--- config.mk ---
export PLATFORM = sky130hd
export DESIGN_NAME = kctt_ctrl
export DESIGN_NICKNAME = d
export VERILOG_FILES = /design/src/rtl/kctt_pkg.sv /design/src/rtl/kctt_ctrl.sv
export SDC_FILE = /design/constraint.sdc
export NUM_CORES = 1
export LEC_CHECK = 0
export BUFFER_PORTS_ARGS = -buffer_cell sky130_fd_sc_hd__clkbuf_2
export CORE_AREA = 4 4 41 43
export CTS_CLUSTER_SIZE = 40
export DETAILED_ROUTE_END_ITERATION = 8
export DIE_AREA = 0 0 45 47
export MAX_ROUTING_LAYER = met4
export PLACE_DENSITY_LB_ADDON = 0.15
export SETUP_SLACK_MARGIN = 0.2
export SYNTH_ARGS = -nofsm -noshare
export SYNTH_HDL_FRONTEND = slang
export SYNTH_SLANG_ARGS = --single-unit
--- constraint.sdc ---
create_clock -name clk_i -period 1.2 [get_ports clk_i]
set_input_delay 0.18 -clock clk_i [delete_from_list [all_inputs] [get_ports clk_i]]
set_output_delay 0.18 -clock clk_i [all_outputs]
set_load 0.05 [all_outputs]
--- src/rtl/kctt_pkg.sv ---
`default_nettype none

package kctt_pkg;

  localparam int unsigned CAPACITY = 1024;
  localparam int unsigned IDX_W    = $clog2(CAPACITY);
  localparam int unsigned USED_W   = $clog2(CAPACITY + 1);

  localparam int unsigned OP_W     = 2;
  localparam int unsigned ITEM_W   = 8;
  localparam int unsigned OWNER_W  = 16;
  localparam int unsigned DUR_W    = 24;
  localparam int unsigned DT_W     = 16;
  localparam int unsigned STATUS_W = 2;
  localparam int unsigned COUNT_W  = 11;
  localparam int unsigned ENTRY_W  = ITEM_W + OWNER_W + DUR_W;

  typedef enum logic [OP_W-1:0] {
    OP_QUERY = 2'd0,
    OP_SET   = 2'd1,
    OP_TICK  = 2'd2,
    OP_NONE  = 2'd3
  } op_e;

  typedef enum logic [STATUS_W-1:0] {
    ST_DONE    = 2'd0,
    ST_UPDATED = 2'd1,
    ST_ADDED   = 2'd2,
    ST_FULL    = 2'd3
  } status_e;

  typedef struct packed {
    logic load;
    logic scan;
    logic finish;
  } dp_cmd_t;

  typedef struct packed {
    logic scan_end;
  } dp_sts_t;

endpackage

`default_nettype wire

--- src/rtl/kctt_ctrl.sv ---
`default_nettype none

module kctt_ctrl (
  input  wire logic              clk_i,
  input  wire logic              rst_ni,
  input  wire logic              in_valid_i,
  output      logic              in_ready_o,
  output      logic              out_valid_o,
  input  wire logic              out_ready_i,
  output      kctt_pkg::dp_cmd_t cmd_o,
  input  wire kctt_pkg::dp_sts_t sts_i
);
  import kctt_pkg::*;

  typedef enum logic [1:0] {
    S_IDLE,
    S_SCAN,
    S_FINISH
  } state_e;

  state_e state_q;
  logic   out_valid_q;
  logic   slot_free;

  assign slot_free  = !out_valid_q || out_ready_i;
  assign in_ready_o = (state_q == S_IDLE);

  always_comb begin
    cmd_o        = '0;
    cmd_o.load   = (state_q == S_IDLE) && in_valid_i;
    cmd_o.scan   = (state_q == S_SCAN);
    cmd_o.finish = (state_q == S_FINISH) && slot_free;
  end

  always_ff @(posedge clk_i or negedge rst_ni) begin
    if (!rst_ni) begin
      state_q     <= S_IDLE;
      out_valid_q <= 1'b0;
    end else begin
      if (cmd_o.finish) begin
        out_valid_q <= 1'b1;
      end else if (out_ready_i) begin
        out_valid_q <= 1'b0;
      end
      case (state_q)
        S_IDLE: begin
          if (in_valid_i) begin
            state_q <= S_SCAN;
          end
        end
        S_SCAN: begin
          if (sts_i.scan_end) begin
            state_q <= S_FINISH;
          end
        end
        S_FINISH: begin
          if (slot_free) begin
            state_q <= S_IDLE;
          end
        end
        default: begin
          state_q <= S_IDLE;
        end
      endcase
    end
  end

  assign out_valid_o = out_valid_q;

endmodule

`default_nettype wire

==> results.txt, run 1 <==
The number of global-route vias before repair is between 150 and 200. Counting distinct cell types in the post-synthesis netlist gives 11. The dominant combinational cell family by area after synthesis is simple AND/OR/NAND/NOR gates.

The clock net sink count came out at 3. The routed wire length on met3 came out at just over 60 um. The area fraction in compound gates after synthesis came out at 17.2%. STA classifies the critical path startpoint as a register.

The total count of max-transition violations in the final report came out at 0. The number of placed cells counting well taps is 40. The depth of the CTS H-tree came out at 1. The slew at the pin closest to its max-slew limit came out at about 170 ps. The total number of vias is 182.

The final weighted congestion in routability-driven placement came out at approximately 0.61. The standard cell area after detailed placement is 249 um^2. The flow ran to the end, but the final reports show violations.

The number of buffers inserted during clock tree synthesis is 3. The final reports fail on negative setup slack. The wire length of the first global-routing pass came out at roughly 780 um.

The cell row count came out at 13. The analysis attributes to cell leakage a power of 0.180 nW. The final-stage net count came out at 40.

The synthesis-stage register bit count is 3. The die footprint is around 0.0021 mm^2. The critical path capture point type is an output port.

The number of hold violations in the final report is 0. The total routing resource utilization after global routing came out at 6.22%. Once detail routing completed, the nets flagged for antenna violations numbered 0.

The share of synthesized cell area in full adder, half adder and majority cells came out at 0%. Entering global routing, the biggest net connects 7 pins. The endpoint arrival time on the critical path is approximately 1100 ps. The sequential area share after synthesis is between 40% and 50%. Static timing analysis puts the maximum clock frequency at between 0.7 and 0.8 GHz. The portion of synthesized area spent on multiplexers is 0%. In this run the deepest clock path goes through 2 buffers. The share of the clock period used by the worst path after layout is 109%. The wire length reported by the detailed router came out at 505 um. The count of buffers inserted at the top-level ports came out at 9. Counting both buffers and inverters, the worst setup path holds a total of 1. The total nets after synthesis is 21. The number of failing setup endpoints in the final timing report is 3. The post-route cell area is 408 um^2.

In this run the cell area of the synthesized design comes to ~160 um^2. The clock tree skew after final layout is around 6.8 ps. For this run, design rule violations remaining after detail routing come to 0. The number of ports placed on the die boundary came out at 10. From synthesis to final layout, the design area changed by 155%. After filler insertion, the fill cell instance count of the layout stands at 150. The area share of the leading cell type in the synthesized netlist came out at between 40% and 50%. STA puts the critical path data required time at a little over 1000 ps. The signal on the critical path passes through nor2_4 > and2_4 > clkbuf_16. The worst hold path belongs to the class input pin to register. The count of warnings emitted by yosys is 0. The worst voltage drop across the vdd grid is roughly 0.00073 V. The tool flagged a number of max-cap violations equal to 0. For this design, the slowest cell found on the critical path is sky130_fd_sc_hd__dfrtp_2.

The area share of xor/xnor cells in the synthesized design is 0%. For this block, wires on met1 add up to about 180 um. Using the TritonRoute via totals, the vias-per-cell ratio works out to 3.71. The initial antenna violation count is 0. In the synthesized netlist, the number of instances is 16. In the post-route analysis, the smallest setup slack over all paths is -105 ps. Of all cell types, the one taking the most synthesized area is sky130_fd_sc_hd__dfrtp_1. The post-route netlist has 76.5% of its cells at a drive strength greater than 1. The total met2 wirelength after detailed routing came out at roughly 230 um. TritonCTS built the clock tree.

The first-pass detailed-route iteration total is 2. The mean routed wirelength per cell is a little over 10 um. In this run the standard cell core region covers ~0.0013 mm^2. In this run the top signal layer used is met4. The largest stage delay on the critical path is about 450 ps.

The post-synthesis simple-gate area fraction is a little under a third. The initial cell density of the core came out at 12.3%. The cell class contributing the biggest share of worst-path delay is flip-flops. The post-synthesis average cell area is approximately 10 um^2. The initial DRC count came out at 1. Setup repair after global routing could not meet its margin everywhere.

The critical path is of the register to output port type. The die extent in x came out at about 45 um. The tree is rooted in a sky130_fd_sc_hd__clkbuf_4.

Clock latency on the worst-skew pair, taken at its later pin, is 240 ps. After synthesis, the cell types taking the most area are sky130_fd_sc_hd__dfrtp_1 47%, sky130_fd_sc_hd__nand2b_4 8.6%, sky130_fd_sc_hd__nand2b_1 7.8%, sky130_fd_sc_hd__o31ai_2 7.8%, sky130_fd_sc_hd__a21oi_1 6.3%. Measured against its own limit, the worst slew margin works out to around 89%.

The worst path in the final design needs a cycle of 1300 ps, including I/O delays and setup. The power density normalized to cell area came out at 2600 mW/mm^2. The overflow left after global routing came out at 0. The maximum net fanout on the critical path is 4.

The final non-filler cell total is 49. The repair_antennas step left the layout with diodes totalling 0. The die is between 40 and 50 um tall. Cells fill a little under a third of the core in the end. The clock slew seen by the registers of the worst setup and hold paths is about 40 ps.
[power by group]
| part | internal [mW] | switching, mW |
|---|---|---|
| combinational | 0.337 | 0.332 |
| clock | 0.125 | 0.0598 |
| sequential | 0.141 | 0.0636 |
[what timing repair did]
item,in CTS,in global routing
setup endpoints to repair,5,6
hold buffers,1,0
resized for setup,14,8
setup buffers,2,2
hold endpoints to repair,3,0
pin swaps,0,2
[routing by layer]
metal	vias up	global-route usage (%)
met4	0	8.77
li1	87	-
met3	4	4.21
met2	11	6.50
met1	80	6.19
met5	-	-
[Yosys cell counts]
library cell / number
sky130_fd_sc_hd__and2_1: 1
sky130_fd_sc_hd__dfrtp_1: 3
sky130_fd_sc_hd__o21ai_0: 1
sky130_fd_sc_hd__o31ai_2: 1
sky130_fd_sc_hd__nand2b_1: 2
sky130_fd_sc_hd__nor2_1: 1
sky130_fd_sc_hd__nand2b_4: 1
sky130_fd_sc_hd__nand3b_1: 1
sky130_fd_sc_hd__inv_1: 2
sky130_fd_sc_hd__a21oi_1: 2
sky130_fd_sc_hd__nor2b_1: 1
[final cells by class]
cell class                      instances  area (um^2)  area share, %
Multi-Input combinational cell         11          114           27.9
Clock buffer                            4         26.3           6.44
Sequential cell                         3         78.8           19.3
Timing Repair Buffer                   14          163           39.9
Tap cell                               15         18.8           4.60
Inverter                                2         7.51           1.84
[final timing paths]
path                                                end              startpoint  slack (ps)  cells past startpoint
max in group asynchronous        state_q[0]$_DFFE_PN0P_                  rst_ni         810                      2
worst min-delay path            out_valid_o$_DFFE_PN0P_             out_ready_i         180                      2
worst max register to register   state_q[1]$_DFFE_PN0P_  state_q[0]$_DFFE_PN0P_         100                      4
min in group asynchronous       out_valid_o$_DFFE_PN0P_                  rst_ni         270                      2
worst max-delay path                           cmd_o[2]  state_q[1]$_DFFE_PN0P_        -100                      3
worst min register to register   state_q[0]$_DFFE_PN0P_  state_q[0]$_DFFE_PN0P_         610                      2
[cell usage in the layout (no fill, tap or decap)]
cell type	synthesis	final
sky130_fd_sc_hd__nand3b_1	1	1
sky130_fd_sc_hd__buf_4	0	2
sky130_fd_sc_hd__clkbuf_1	0	1
sky130_fd_sc_hd__inv_1	2	2
sky130_fd_sc_hd__clkbuf_16	0	2
sky130_fd_sc_hd__buf_8	0	3
sky130_fd_sc_hd__clkbuf_2	0	4
sky130_fd_sc_hd__dlygate4sd3_1	0	1
sky130_fd_sc_hd__clkbuf_4	0	3
sky130_fd_sc_hd__a21oi_1	2	1
sky130_fd_sc_hd__nor2_4	0	1
sky130_fd_sc_hd__buf_6	0	2
sky130_fd_sc_hd__o31ai_4	0	1
sky130_fd_sc_hd__and2_4	0	1
sky130_fd_sc_hd__nand2b_4	1	1
sky130_fd_sc_hd__nor2b_2	0	1
sky130_fd_sc_hd__o21ai_2	0	1
sky130_fd_sc_hd__nand2b_1	2	2
sky130_fd_sc_hd__a21oi_4	0	1
sky130_fd_sc_hd__dfrtp_2	0	3
[through the flow]
stage          power [mW]  TNS (ps)  setup WS [ps]  hold slack, ps
2_1_floorplan       0.519     -20.9          -20.9            -116
3_3_place_gp        0.603         0           22.6           -21.2
3_5_place_dp        0.599         0           18.1           -19.1
4_1_cts             0.965      -204           -122             141
5_1_grt              1.12      -383           -148             188
6_report             1.06      -230           -105             180
[kinds of logic (layout without fill, tap and decap cells)]
logic type,count (synthesis),in the layout
buffers and inverters,2,20
and+or+nand+nor,7,7
DFF,3,3
AOI/OAI and AO/OA,4,4
[worst reg2reg max path, cell delays in order (launching register included)]
cell                       delay, ps
sky130_fd_sc_hd__dfrtp_2         440
sky130_fd_sc_hd__nand2b_4        170
sky130_fd_sc_hd__buf_4           130
sky130_fd_sc_hd__buf_6           110
sky130_fd_sc_hd__o31ai_4         160
[registers in the layout, indices dropped and copies added, names as in the netlist]
signal and flops:
out_valid_o 1, state_q 2
Note: power is estimated with default switching activity, not from simulation.
==> inputs of run 2 (changes only) <==
--- a/config.mk
+++ b/config.mk
@@ -11,7 +11,7 @@
 export DETAILED_ROUTE_END_ITERATION = 8
 export DIE_AREA = 0 0 45 47
 export MAX_ROUTING_LAYER = met4
-export PLACE_DENSITY_LB_ADDON = 0.15
+export PLACE_DENSITY = 0.36
 export SETUP_SLACK_MARGIN = 0.2
 export SYNTH_ARGS = -nofsm -noshare
 export SYNTH_HDL_FRONTEND = slang
==> results.txt, run 2 (synthesis results as in run 1) <==
The flow ran to the end, but the final reports show violations. The checks that failed: negative setup slack. The largest register by flop count is state_q.

The initial DRC count came to 0 (-1). The worst voltage drop across the vdd grid is 0.000610 V (-17%). The share of the core filled with cells is 29.6% (-1.7 points). The overflow left after global routing came out at 0 (unchanged). The wire length of the first global-routing pass came out at 786 um (+0.90%). The initial antenna violation count came out at 0 (unchanged). The mean routed wirelength per cell came out at 9.36 um (-9.2%).

The number of antenna cells inserted came out at 0 (unchanged). The clock slew seen by the registers of the worst setup and hold paths came out at 30 ps (about the same). The worst setup path startpoint is state_q[1]$_DFFE_PN0P_. The number of ports placed on the die boundary is 10 (unchanged).

The shortest period the worst path allows is 1290 ps (-10.5 ps). The total number of vias is 171 (-6.0%). The chip height is 47 um (unchanged). The die extent in x came to 45 um (unchanged).

The count of buffers inserted at the top-level ports is 9 (unchanged). The flip-flop count of the largest register after layout is 2 (unchanged). The final non-filler cell total came out at 47 (-4.1%). The worst hold slack came out at 181 ps (+0.259 ps).

The largest net degree at the start of global routing is 7 (unchanged). The depth of the CTS H-tree was 1 (unchanged). The antenna violation net count after detailed routing is 0 (unchanged). The maximum net fanout on the critical path came out at 5 (+1). For this design, the slowest cell found on the critical path is sky130_fd_sc_hd__dfrtp_2. The cell row count came out at 13 (unchanged). The area inside the core boundary is 0.00130 mm^2 (unchanged). The total leakage power came out at 0.168 nW (-7.2%). The worst flop-to-flop path endpoint is state_q[1]$_DFFE_PN0P_.

The headroom to the max-slew limit is 89.4% (+0.82 points). The ratio of cells with drive above 1 in the final layout is 71.9% (-4.6 points). The clock tree from TritonCTS is built. The first-pass detailed-route iteration total came to 1 (-1).

The capture point of the critical path is cmd_o[2]. The setup slack of the most critical reg-to-reg path came to 200 ps (+100 ps). The slew at the pin closest to its max-slew limit was 159 ps (-12.3 ps).

The source of the worst register-to-register timing path is state_q[0]$_DFFE_PN0P_. The number of vias per cell after detailed routing is 3.64 (-2.0%). The clock net sink count is 3 (unchanged). The number of DRC violations after detailed routing is 0 (unchanged). The endpoint arrival time on the critical path is 1110 ps (about the same).

The clock tree buffer depth came to 2 (unchanged). The count of fill cells added during filler insertion came out at 142 (-5.3%). STA classifies the critical path endpoint as an output port. The number of global-route vias before repair came out at 178 (+0.56%). The clock latency on the worst-skew pair was 230 ps (about the same).

The die footprint came out at 0.00212 mm^2 (unchanged). The library cells used most frequently in the layout, excluding fill and tap cells, are 4 x sky130_fd_sc_hd__clkbuf_2, 3 x sky130_fd_sc_hd__clkbuf_4, 3 x sky130_fd_sc_hd__dfrtp_2, 3 x sky130_fd_sc_hd__buf_8. The worst setup path is launched from a register. The share of power burned in registers is 20.1% (+0.8 points). The wire length reported by the detailed router came to 440 um (-13%). The worst hold path begins at out_ready_i. The largest stage delay on the critical path came to 450 ps (about the same). The category of the most critical setup path is register to output port. In this run the worst hold path is classified as input pin to register.

The number of buffers inserted during clock tree synthesis is 3 (unchanged). The final-stage net count is 38 (-5.0%). The initial cell density of the core is 12.3% (unchanged). The least setup slack across all paths after layout came out at -94.4 ps (+10.5 ps). The clock tree skew after final layout is 3.27 ps (-3.57 ps).

The number of hold violations in the final report is 0 (unchanged). Leaving out fill and tap cells, the most frequent cell in the layout is sky130_fd_sc_hd__clkbuf_2. The power density normalized to cell area came out at 2630 mW/mm^2 (+1.3%). The internal power component came out at 0.577 mW (-4.3%).

The combinational group share of total power is 62.2% (-1.0 points). The area growth from synthesis to layout is 141%. The cell chosen for the clock root is sky130_fd_sc_hd__clkbuf_4. The achievable clock frequency came out at 0.773 GHz (+0.81%). The max-capacitance violation count is 0 (unchanged).

The worst reg2reg path depth came out at 3 (-1). The final weighted congestion in routability-driven placement came out at 0.634 (+4.3%). The number of placed cells counting well taps is 40 (unchanged). The share of the clock period used by the worst path after layout is 108% (-0.87 points). The total count of max-transition violations in the final report is 0 (unchanged). Setup repair after global routing could not meet its margin everywhere. Walking the worst path, the cells encountered are nor2_4 > and2_4 > clkbuf_16. The clock group share of total power came to 17.7% (+0.2 points). The total routing resource utilization after global routing was 5.88% (-0.34 points). The net load switching power is 0.436 mW (-4.2%). The number of failing setup endpoints in the final timing report was 3 (unchanged). The switching fraction of total power came out at 43.0% (about the same). The data required time at the worst endpoint came to 1020 ps (about the same).
-- run 2: area by class of cell --
class	count	area, um^2	area share, %
repair buffers	12	144	37.3
multi-input cells	11	110	28.6
flip-flops and latches	3	78.8	20.5
clock buffers	4	26.3	6.82
well taps	15	18.8	4.87
inverters	2	7.51	1.95
-- run 2: metal layers --
layer	vias up	global-route usage (%)	routed length, um
met5	-	-	0
met4	0	3.51	0
met3	0	5.75	88
met2	13	7.06	193
met1	74	5.94	158
li1	84	-	-
-- run 2: metrics by stage --
| step | worst slack, ps | total power, mW | instance area (um^2) | TNS (ps) |
|---|---|---|---|---|
| after floorplan | -20.9 | 0.519 | 185 | -20.9 |
| after global placement | 28.7 | 0.599 | 249 | 0 |
| after detailed placement | 19.7 | 0.601 | 249 | 0 |
| after CTS | -135 | 0.943 | 354 | -225 |
| after global routing | -147 | 1.06 | 385 | -384 |
| final | -94.4 | 1.01 | 385 | -213 |
-- run 2: power groups by stage --
stage	registers [mW]	logic [mW]	clock network, mW
detailed placement	0.195	0.406	0
finish	0.204	0.631	0.179
global placement	0.194	0.406	0
CTS	0.205	0.551	0.187
floorplan	0.232	0.287	0
global route	0.213	0.655	0.195
-- run 2: critical path, delay by kind of cell, from the launching register on --
| kind | cells | cell delay, ps |
|---|---|---|
| buffers and inverters | 1 | 150 |
| flip-flops | 1 | 450 |
| AND/OR/NAND/NOR | 2 | 280 |
-- run 2: worst min path at each step --
stage                                    endpoint  slack [ps]  depth (start not counted)
final                      state_q[1]$_DFFE_PN0P_         180                          2
after global routing       state_q[1]$_DFFE_PN0P_         180                          2
after CTS                  state_q[1]$_DFFE_PN0P_         160                          2
after detailed placement   state_q[1]$_DFFE_PN0P_         -20                          1
after global placement     state_q[1]$_DFFE_PN0P_         -20                          1
after floorplan           out_valid_o$_DFFE_PN0P_        -120                          0
-- run 2: repair_timing --
item / in CTS / in global routing
resized for setup: 14 / 5
gates cloned: 0 / 0
endpoints found under the setup margin: 5 / 5
pin swaps: 0 / 2
hold endpoints to repair: 3 / 0
buffers inserted: 0 / 2
hold buffers: 1 / 0
